## src/sv/sha256_pkg.sv

```systemverilog
// Shared types, constants and functions of the SHA-256 hash engine.
package sha256_pkg;

   localparam int BlockBytes = 64;
   localparam int PadLimit = 56;
   localparam logic [7:0] PadMarker = 8'h80;

   typedef logic [255:0] hash_type;

   localparam hash_type InitialHash = {
      32'h6a09e667, 32'hbb67ae85, 32'h3c6ef372, 32'ha54ff53a,
      32'h510e527f, 32'h9b05688c, 32'h1f83d9ab, 32'h5be0cd19};

   typedef enum logic [2:0] {
      ST_IDLE,
      ST_LOAD,
      ST_ROUNDS,
      ST_FOLD,
      ST_PAD,
      ST_EMIT
   } state_type;

   typedef struct packed {
      logic start_rounds;  // load working vars from hash
      logic round_step;    // run one round
      logic fold;          // add working vars into hash
      logic write_marker;  // write the 0x80 marker byte
      logic pad_fill;      // write one padding byte
      logic pad_zero;      // padding bytes carry no length in this block
      logic clear_msg;     // return to initial values
   } cmd_type;

   typedef struct packed {
      logic       last_round;
      logic [6:0] fill;     // bytes pending in block
   } status_type;

   function automatic logic [31:0] round_k(input logic [5:0] t);
      logic [31:0] k [64];
      k = '{
         32'h428A2F98, 32'h71374491, 32'hB5C0FBCF, 32'hE9B5DBA5, 32'h3956C25B, 32'h59F111F1,
         32'h923F82A4, 32'hAB1C5ED5, 32'hD807AA98, 32'h12835B01, 32'h243185BE, 32'h550C7DC3,
         32'h72BE5D74, 32'h80DEB1FE, 32'h9BDC06A7, 32'hC19BF174, 32'hE49B69C1, 32'hEFBE4786,
         32'h0FC19DC6, 32'h240CA1CC, 32'h2DE92C6F, 32'h4A7484AA, 32'h5CB0A9DC, 32'h76F988DA,
         32'h983E5152, 32'hA831C66D, 32'hB00327C8, 32'hBF597FC7, 32'hC6E00BF3, 32'hD5A79147,
         32'h06CA6351, 32'h14292967, 32'h27B70A85, 32'h2E1B2138, 32'h4D2C6DFC, 32'h53380D13,
         32'h650A7354, 32'h766A0ABB, 32'h81C2C92E, 32'h92722C85, 32'hA2BFE8A1, 32'hA81A664B,
         32'hC24B8B70, 32'hC76C51A3, 32'hD192E819, 32'hD6990624, 32'hF40E3585, 32'h106AA070,
         32'h19A4C116, 32'h1E376C08, 32'h2748774C, 32'h34B0BCB5, 32'h391C0CB3, 32'h4ED8AA4A,
         32'h5B9CCA4F, 32'h682E6FF3, 32'h748F82EE, 32'h78A5636F, 32'h84C87814, 32'h8CC70208,
         32'h90BEFFFA, 32'hA4506CEB, 32'hBEF9A3F7, 32'hC67178F2};
      return k[t];
   endfunction

   function automatic logic [31:0] rotr(input logic [31:0] v, input int n);
      return (v >> n) | (v << (32 - n));
   endfunction

endpackage

```

## src/sv/sha256_datapath.sv

```systemverilog
// Datapath of the SHA-256 engine: block buffer, schedule, round unit and hash.
module sha256_datapath
   import sha256_pkg::*;
(
   input  logic        clock,
   input  logic        reset,
   input  logic        byte_we,
   input  logic [7:0]  byte_data,
   input  cmd_type     cmd,
   output status_type  status,
   output hash_type    hash
);
   localparam int FillW = $clog2(BlockBytes) + 1;
   localparam int IdxW  = $clog2(BlockBytes);

   logic [FillW-1:0]         fill_ff, fill_in;
   logic [60:0]              len_ff, len_in;
   hash_type                 hash_ff, hash_in;
   // The schedule words hold the block bytes while they arrive; input is stalled
   // during the rounds, so the two uses never overlap.
   logic [31:0]              w_ff [16];
   logic [31:0]              v_ff [8];
   logic [5:0]               round_ff;

   logic [31:0] w_cur, s0, s1, w_new, t1, t2, a, e;
   logic [7:0]  pad_byte, wr_byte;
   logic        wr_en;
   logic [63:0] bits;
   logic [IdxW-1:0] widx;
   logic [3:0]  word_sel;
   logic [1:0]  lane_sel;

   assign bits = {len_ff, 3'b000};
   assign widx = fill_ff[IdxW-1:0];
   assign word_sel = widx[IdxW-1:2];
   assign lane_sel = widx[1:0];

   always_comb begin
      pad_byte = 8'h00;
      if (fill_ff >= FillW'(PadLimit) && !cmd.pad_zero) begin
         pad_byte = bits[8*(7 - 32'(widx[2:0])) +: 8];
      end
      wr_en = byte_we || cmd.write_marker || cmd.pad_fill;
      wr_byte = pad_byte;
      if (byte_we) begin
         wr_byte = byte_data;
      end else if (cmd.write_marker) begin
         wr_byte = PadMarker;
      end
   end

   // Round logic.
   always_comb begin
      s0 = rotr(w_ff[1], 7) ^ rotr(w_ff[1], 18) ^ (w_ff[1] >> 3);
      s1 = rotr(w_ff[14], 17) ^ rotr(w_ff[14], 19) ^ (w_ff[14] >> 10);
      w_new = s1 + w_ff[9] + s0 + w_ff[0];
      w_cur = (round_ff < 6'd16) ? w_ff[0] : w_new;
      a = v_ff[0];
      e = v_ff[4];
      t1 = v_ff[7] + (rotr(e, 6) ^ rotr(e, 11) ^ rotr(e, 25)) +
           ((e & v_ff[5]) ^ (~e & v_ff[6])) + round_k(round_ff) + w_cur;
      t2 = (rotr(a, 2) ^ rotr(a, 13) ^ rotr(a, 22)) +
           ((a & v_ff[1]) ^ (a & v_ff[2]) ^ (v_ff[1] & v_ff[2]));
   end

   always_comb begin
      fill_in = fill_ff;
      len_in  = len_ff;
      hash_in = hash_ff;
      if (wr_en) fill_in = fill_ff + FillW'(1);
      if (byte_we) len_in = len_ff + 61'd1;
      if (cmd.start_rounds) fill_in = '0;
      if (cmd.fold) begin
         for (int i = 0; i < 8; i++) begin
            hash_in[255-32*i -: 32] = hash_ff[255-32*i -: 32] + v_ff[i];
         end
      end
      if (cmd.clear_msg) begin
         fill_in = '0;
         len_in  = '0;
         hash_in = InitialHash;
      end
   end

   always_ff @(posedge clock) begin
      if (reset) begin
         fill_ff <= '0;
         len_ff  <= '0;
         hash_ff <= InitialHash;
      end else begin
         fill_ff <= fill_in;
         len_ff  <= len_in;
         hash_ff <= hash_in;
      end
   end

   always_ff @(posedge clock) begin
      if (cmd.start_rounds) begin
         round_ff <= '0;
         for (int i = 0; i < 8; i++) v_ff[i] <= hash_ff[255-32*i -: 32];
      end else if (cmd.round_step) begin
         round_ff <= round_ff + 6'd1;
         v_ff[7] <= v_ff[6];
         v_ff[6] <= v_ff[5];
         v_ff[5] <= v_ff[4];
         v_ff[4] <= v_ff[3] + t1;
         v_ff[3] <= v_ff[2];
         v_ff[2] <= v_ff[1];
         v_ff[1] <= a;
         v_ff[0] <= t1 + t2;
      end
      if (wr_en) begin
         w_ff[word_sel][8*(3 - 32'(lane_sel)) +: 8] <= wr_byte;
      end else if (cmd.round_step) begin
         for (int i = 0; i < 15; i++) w_ff[i] <= w_ff[i+1];
         w_ff[15] <= w_cur;
      end
   end

   assign status.last_round = (round_ff == 6'd63);
   assign status.fill       = 7'(fill_ff);
   assign hash              = hash_ff;
endmodule

```

## src/sv/sha256_control.sv

```systemverilog
// Controller state machine of the SHA-256 engine.
module sha256_control
   import sha256_pkg::*;
(
   input  logic        clock,
   input  logic        reset,
   input  logic        req_valid,
   output logic        req_stall,
   input  logic        req_byte_present,
   input  logic        req_end_of_message,
   output logic        rsp_valid,
   input  logic        rsp_stall,
   output logic [2:0]  rsp_word_number,
   output logic        byte_we,
   output cmd_type     cmd,
   input  status_type  status
);
   state_type  state_ff, state_in;
   logic       pad_ff, pad_in;     // padding in progress
   logic       marker_ff, marker_in; // 0x80 not yet written
   logic       extra_ff, extra_in;  // current block is all zeros after the marker
   logic [2:0] word_ff, word_in;
   logic       accept;

   assign accept = req_valid && !req_stall;

   always_ff @(posedge clock) begin
      if (reset) begin
         state_ff <= ST_IDLE;
         pad_ff <= 1'b0;
         marker_ff <= 1'b0;
         extra_ff <= 1'b0;
         word_ff <= '0;
      end else begin
         state_ff <= state_in;
         pad_ff <= pad_in;
         marker_ff <= marker_in;
         extra_ff <= extra_in;
         word_ff <= word_in;
      end
   end

   always_comb begin
      state_in = state_ff;
      pad_in = pad_ff;
      marker_in = marker_ff;
      extra_in = extra_ff;
      word_in = word_ff;
      req_stall = 1'b1;
      rsp_valid = 1'b0;
      byte_we = 1'b0;
      cmd = '0;
      unique case (state_ff)
         ST_IDLE: begin
            req_stall = 1'b0;
            if (accept) begin
               byte_we = req_byte_present;
               if (req_byte_present && status.fill == 7'(BlockBytes - 1)) begin
                  state_in = ST_LOAD;
               end else if (req_end_of_message) begin
                  state_in = ST_PAD;
               end
               if (req_end_of_message) begin
                  pad_in = 1'b1;
                  marker_in = 1'b1;
                  extra_in = 1'b0;
               end
            end
         end
         ST_LOAD: begin
            cmd.start_rounds = 1'b1;
            state_in = ST_ROUNDS;
         end
         ST_ROUNDS: begin
            cmd.round_step = 1'b1;
            if (status.last_round) state_in = ST_FOLD;
         end
         ST_FOLD: begin
            cmd.fold = 1'b1;
            if (!pad_ff) begin
               state_in = ST_IDLE;
            end else if (marker_ff || extra_ff) begin
               extra_in = 1'b0;
               state_in = ST_PAD;
            end else begin
               state_in = ST_EMIT;
            end
         end
         ST_PAD: begin
            if (marker_ff) begin
               cmd.write_marker = 1'b1;
               marker_in = 1'b0;
               if (status.fill >= 7'(PadLimit)) extra_in = 1'b1;
            end else begin
               cmd.pad_fill = 1'b1;
               cmd.pad_zero = extra_ff;
            end
            if (status.fill == 7'(BlockBytes - 1)) state_in = ST_LOAD;
         end
         ST_EMIT: begin
            rsp_valid = 1'b1;
            if (!rsp_stall) begin
               word_in = word_ff + 3'd1;
               if (word_ff == 3'd7) begin
                  cmd.clear_msg = 1'b1;
                  pad_in = 1'b0;
                  state_in = ST_IDLE;
               end
            end
         end
         default: state_in = ST_IDLE;
      endcase
   end

   assign rsp_word_number = word_ff;
endmodule

```

## src/sv/sha256_hash_engine_top.sv

```systemverilog
// Top level of the byte-serial SHA-256 hash engine.
// The engine takes one message byte per input transfer and emits the eight digest
// words, H0 first, as eight result transfers after the transfer that ends the message.
// A byte that does not fill the block is taken without a stall. The 64th byte of a block
// is followed by a load step, the 64 rounds (one round of the shared round unit
// per cycle) and a hash update step.
// The end of a message writes the 0x80 marker, zero bytes and the bit length one byte
// per cycle into the block buffer, then compresses that block. When 56 or more bytes
// were pending, a second block of zeros and the length follows in the same way.
// The digest is then presented one word per cycle when the receiver does not stall.
// Input is stalled during all of this work.
module sha256_hash_engine_top
   import sha256_pkg::*;
(
   input  logic        clock,
   input  logic        reset,
   input  logic        req_valid,
   output logic        req_stall,
   input  logic [7:0]  req_data_byte,
   input  logic        req_byte_present,
   input  logic        req_end_of_message,
   output logic        rsp_valid,
   input  logic        rsp_stall,
   output logic [31:0] rsp_digest_word,
   output logic [2:0]  rsp_word_number,
   output logic        rsp_last_word
);
   cmd_type    cmd;
   status_type status;
   hash_type   hash;
   logic       byte_we;

   sha256_control u_ctrl (
      .clock, .reset, .req_valid, .req_stall, .req_byte_present, .req_end_of_message,
      .rsp_valid, .rsp_stall, .rsp_word_number, .byte_we, .cmd, .status);

   sha256_datapath u_dp (
      .clock, .reset, .byte_we, .byte_data(req_data_byte), .cmd, .status, .hash);

   assign rsp_digest_word = hash[255 - 32*rsp_word_number -: 32];
   assign rsp_last_word   = (rsp_word_number == 3'd7);
endmodule
```

## config.mk

```make
export PLATFORM = sky130hd
export DESIGN_NAME = sha256_hash_engine_top
export DESIGN_NICKNAME = d
export VERILOG_FILES = /design/src/sv/sha256_pkg.sv /design/src/sv/sha256_datapath.sv /design/src/sv/sha256_control.sv /design/src/sv/sha256_hash_engine_top.sv
export SDC_FILE = /design/constraint.sdc
export NUM_CORES = 2
export LEC_CHECK = 0
export ABC_AREA = 1
export BUFFER_PORTS_ARGS = -buffer_cell sky130_fd_sc_hd__clkbuf_2
export CORE_MARGIN = 2
export CORE_UTILIZATION = 35
export CTS_BUF_LIST = sky130_fd_sc_hd__clkbuf_4 sky130_fd_sc_hd__clkbuf_8
export CTS_CLUSTER_DIAMETER = 30
export DETAILED_ROUTE_END_ITERATION = 16
export HOLD_SLACK_MARGIN = 0.05
export PLACE_DENSITY_LB_ADDON = 0.25
export SYNTH_ARGS = -nofsm -noshare
export SYNTH_HDL_FRONTEND = slang
export SYNTH_HIERARCHICAL = 1
export SYNTH_SLANG_ARGS = --single-unit
```

## constraint.sdc

```tcl
create_clock -name clock -period 9.51 [get_ports clock]
set_input_delay 1.4265 -clock clock [delete_from_list [all_inputs] [get_ports clock]]
set_output_delay 1.4265 -clock clock [all_outputs]
set_load 0.005 [all_outputs]
```

==> results_dict.tcl <==
set metrics [dict create \
    yosysTopAreaCell "edfxtp_1" \
    seq_area_frac_synth_pct 37.5 \
    outcome "finished clean" \
    grt_max_degree 141 \
    grt_pass1_vias 73212 \
    avgRoutedWirePerCell_um 23.5 \
    cts_buffers 320 \
    endpoint_kind "register" \
    io_pins 52 \
    setup_ws_ps 253 \
    finalCritPeriodShare_pct 97.3 \
    htreeDepth 5 \
    gp_congestion 1.01 \
    worstPathRequired_ps 10250 \
    synth_common_cells "nand2_1, inv_1, a21oi_1" \
    setup_viol 0 \
    die_area_sq_um 231000 \
    fp-row-count 175 \
    grt_overflow 0 \
    grt_first_pass_wirelength_um 489000 \
    worst_slew_pin_slew_ps 1410 \
    die_x_um 481 \
    drt-pass1-iter-count 7 \
    place.detailed.hpwl_um 258000 \
    wirelength_um 337000 \
    skew_ps 123 \
    ys_ff_latch 1107 \
    synth_flop_cell "edfxtp_1" \
    start_util_pct 35.1 \
    min_path_type "register to register" \
    nets 11737 \
    critical_path_arrival_ps 10000 \
    synth.top_cell.area_share_pct 29.0 \
    drc_errors 0 \
    synth_cells 10550 \
    cts-root-buf "clkbuf_8" \
    synth_edf_count 768 \
    placed_area_sq_um 86300 \
    yosysUniqueCellTypes 74 \
    worst-setup-path-type "register to register" \
    cts_buffer_depth 4 \
    io_buffers 51 \
    syn_nets 11177 \
    max-cap-violations 0 \
    hold_viol 0 \
    insertion_delay_ps 1050 \
    yosys_warnings 6 \
    async_reset_ff_share_pct 0 \
    relSlewSlack_pct 4.83 \
    ctsHoldBuffers 0 \
    dp_slack_ps -639 \
    fillCellCount 23446 \
    cp_slowest_cell "fa_2" \
    drtAntennaViolNets 0 \
    slowest_delay_ps 600 \
    syn_area_sq_um 79700 \
    cts_tree "built" \
    finalCriticalPeriod_ps 9260 \
    critPathLaunchType "register" \
    syn_area_per_cell_sq_um 7.55 \
    setup_tns_ps 0 \
    antenna_found_initial 8 \
    cts_sinks 1107 \
    report.final.slew_viol_count 0 \
    vias 76496 \
    area_growth_pct 19.7 \
    drt_iter0_markers 8235 \
    holdWs_ps 434 \
    clock.fmax_mhz 108 \
    drive_above_1_share_pct 14.1 \
    yosysMostFrequentCell "nand2_1" \
    die_y_um 481 \
    core_sq_um 227000 \
    grt_usage_pct 28.4 \
    crit_fanout 5 \
    drt-vias-per-instance 5.33 \
    synthTopCellsByArea "edfxtp_1, nand2_1, dfxtp_1" \
    fin_area_sq_um 95400 \
    path_clk_slew_ps 60 \
]
cells in the final DEF (no fill, tap or decap), drive strengths merged, types with 20 or more instances in the layout:
| cell type | netlist | routed |
|---|---|---|
| a21boi | 24 | 24 |
| a21o | 62 | 62 |
| a21oi | 818 | 818 |
| a221oi | 22 | 22 |
| a31oi | 46 | 46 |
| buf | 154 | 600 |
| bufinv | 0 | 42 |
| clkbuf | 259 | 452 |
| clkinv | 6 | 107 |
| dfxtp | 339 | 339 |
| edfxtp | 768 | 768 |
| fa | 197 | 197 |
| ha | 416 | 416 |
| inv | 1523 | 1527 |
| maj3 | 21 | 21 |
| nand2 | 3048 | 3048 |
| nand3 | 423 | 423 |
| nand4 | 58 | 58 |
| nor2 | 574 | 574 |
| nor3 | 141 | 141 |
| nor4 | 40 | 40 |
| o211ai | 41 | 41 |
| o21a | 22 | 22 |
| o21ai | 889 | 889 |
| o21bai | 32 | 32 |
| o31ai | 20 | 20 |
| or2 | 37 | 37 |
| xnor2 | 188 | 188 |
| xor2 | 264 | 264 |
registers in the layout, summed over array words and instances, names as in the netlist:
register                cells
u_dp/len_ff                61
u_dp/w_ff                 512
u_dp/v_ff                 256
u_dp/fill_ff                7
u_ctrl/marker_ff            1
u_ctrl/state_ff             3
u_dp/round_ff               6
u_ctrl/rsp_word_number      3
u_dp/hash                 256
u_ctrl/pad_ff               1
u_ctrl/extra_ff             1
final cells by class:
cell class	count	area [sq um]	share of cell area (%)
diodes	3	7.51	0.00787
clock buffers	401	5160	5.41
clock inverters	162	1890	1.98
inverters	1529	5770	6.05
multi-input cells	7501	44100	46.2
flip-flops and latches	1107	29900	31.3
well taps	3009	3760	3.95
repair buffers	651	4850	5.09
logic make-up after synthesis:
family / synth area share (%)
multiplexers: 0.0503
AND/OR/NAND/NOR: 22.1
XOR/XNOR: 4.97
buffers and inverters: 9.37
adder cells (fa/ha/maj): 11.8
flip-flops: 37.5
AO/OA/AOI/OAI: 14.3
through the flow:
stage                     util [%]  cells
after floorplan                  -  10550
after global routing          42.0  14363
after detailed placement      38.0  13760
after global placement        38.0  13760
final                         42.0  14363
after CTS                     41.3  14339
final timing paths:
kind | to | depth (start not counted) | slack, ps | startpoint
worst max-delay path | u_dp/v_ff[0][29]$_DFFE_PP_ | 43 | 250 | u_dp/w_ff[1][24]$_DFFE_PP_
worst max register to register | u_dp/v_ff[0][29]$_DFFE_PP_ | 43 | 250 | u_dp/w_ff[1][24]$_DFFE_PP_
worst min register to register | u_dp/w_ff[3][12]$_DFFE_PP_ | 2 | 430 | u_dp/w_ff[4][12]$_DFFE_PP_
worst min-delay path | u_dp/w_ff[3][12]$_DFFE_PP_ | 2 | 430 | u_dp/w_ff[4][12]$_DFFE_PP_
what timing repair did:
| action | CTS | global route |
|---|---|---|
| setup endpoints to repair | 29 | 35 |
| pin swaps | 14 | 141 |
| setup buffers | 16 | 22 |
| endpoints found under the hold margin | 0 | 0 |
| gates resized for setup | 64 | 313 |
critical path, delay by kind of cell (launching register included):
family                     cells  cell delay [ps]
and+or+nand+nor               16             2350
xor gates and xnor gates       4              530
AOI/OAI and AO/OA              2              170
adders and majority gates      9             4070
buffers and inverters         12             1360
DFF                            1              450
metal layers:
metal	track usage (%)	vias to the layer above	wire, um
li1	-	35658	-
met1	39.8	36708	149000
met3	5.16	681	28000
met4	11.0	8	14200
met5	0	-	54
met2	43.2	3441	146000
Power is not shown: default switching activity piles up to over one toggle a cycle in this logic, so the estimate is an artifact.
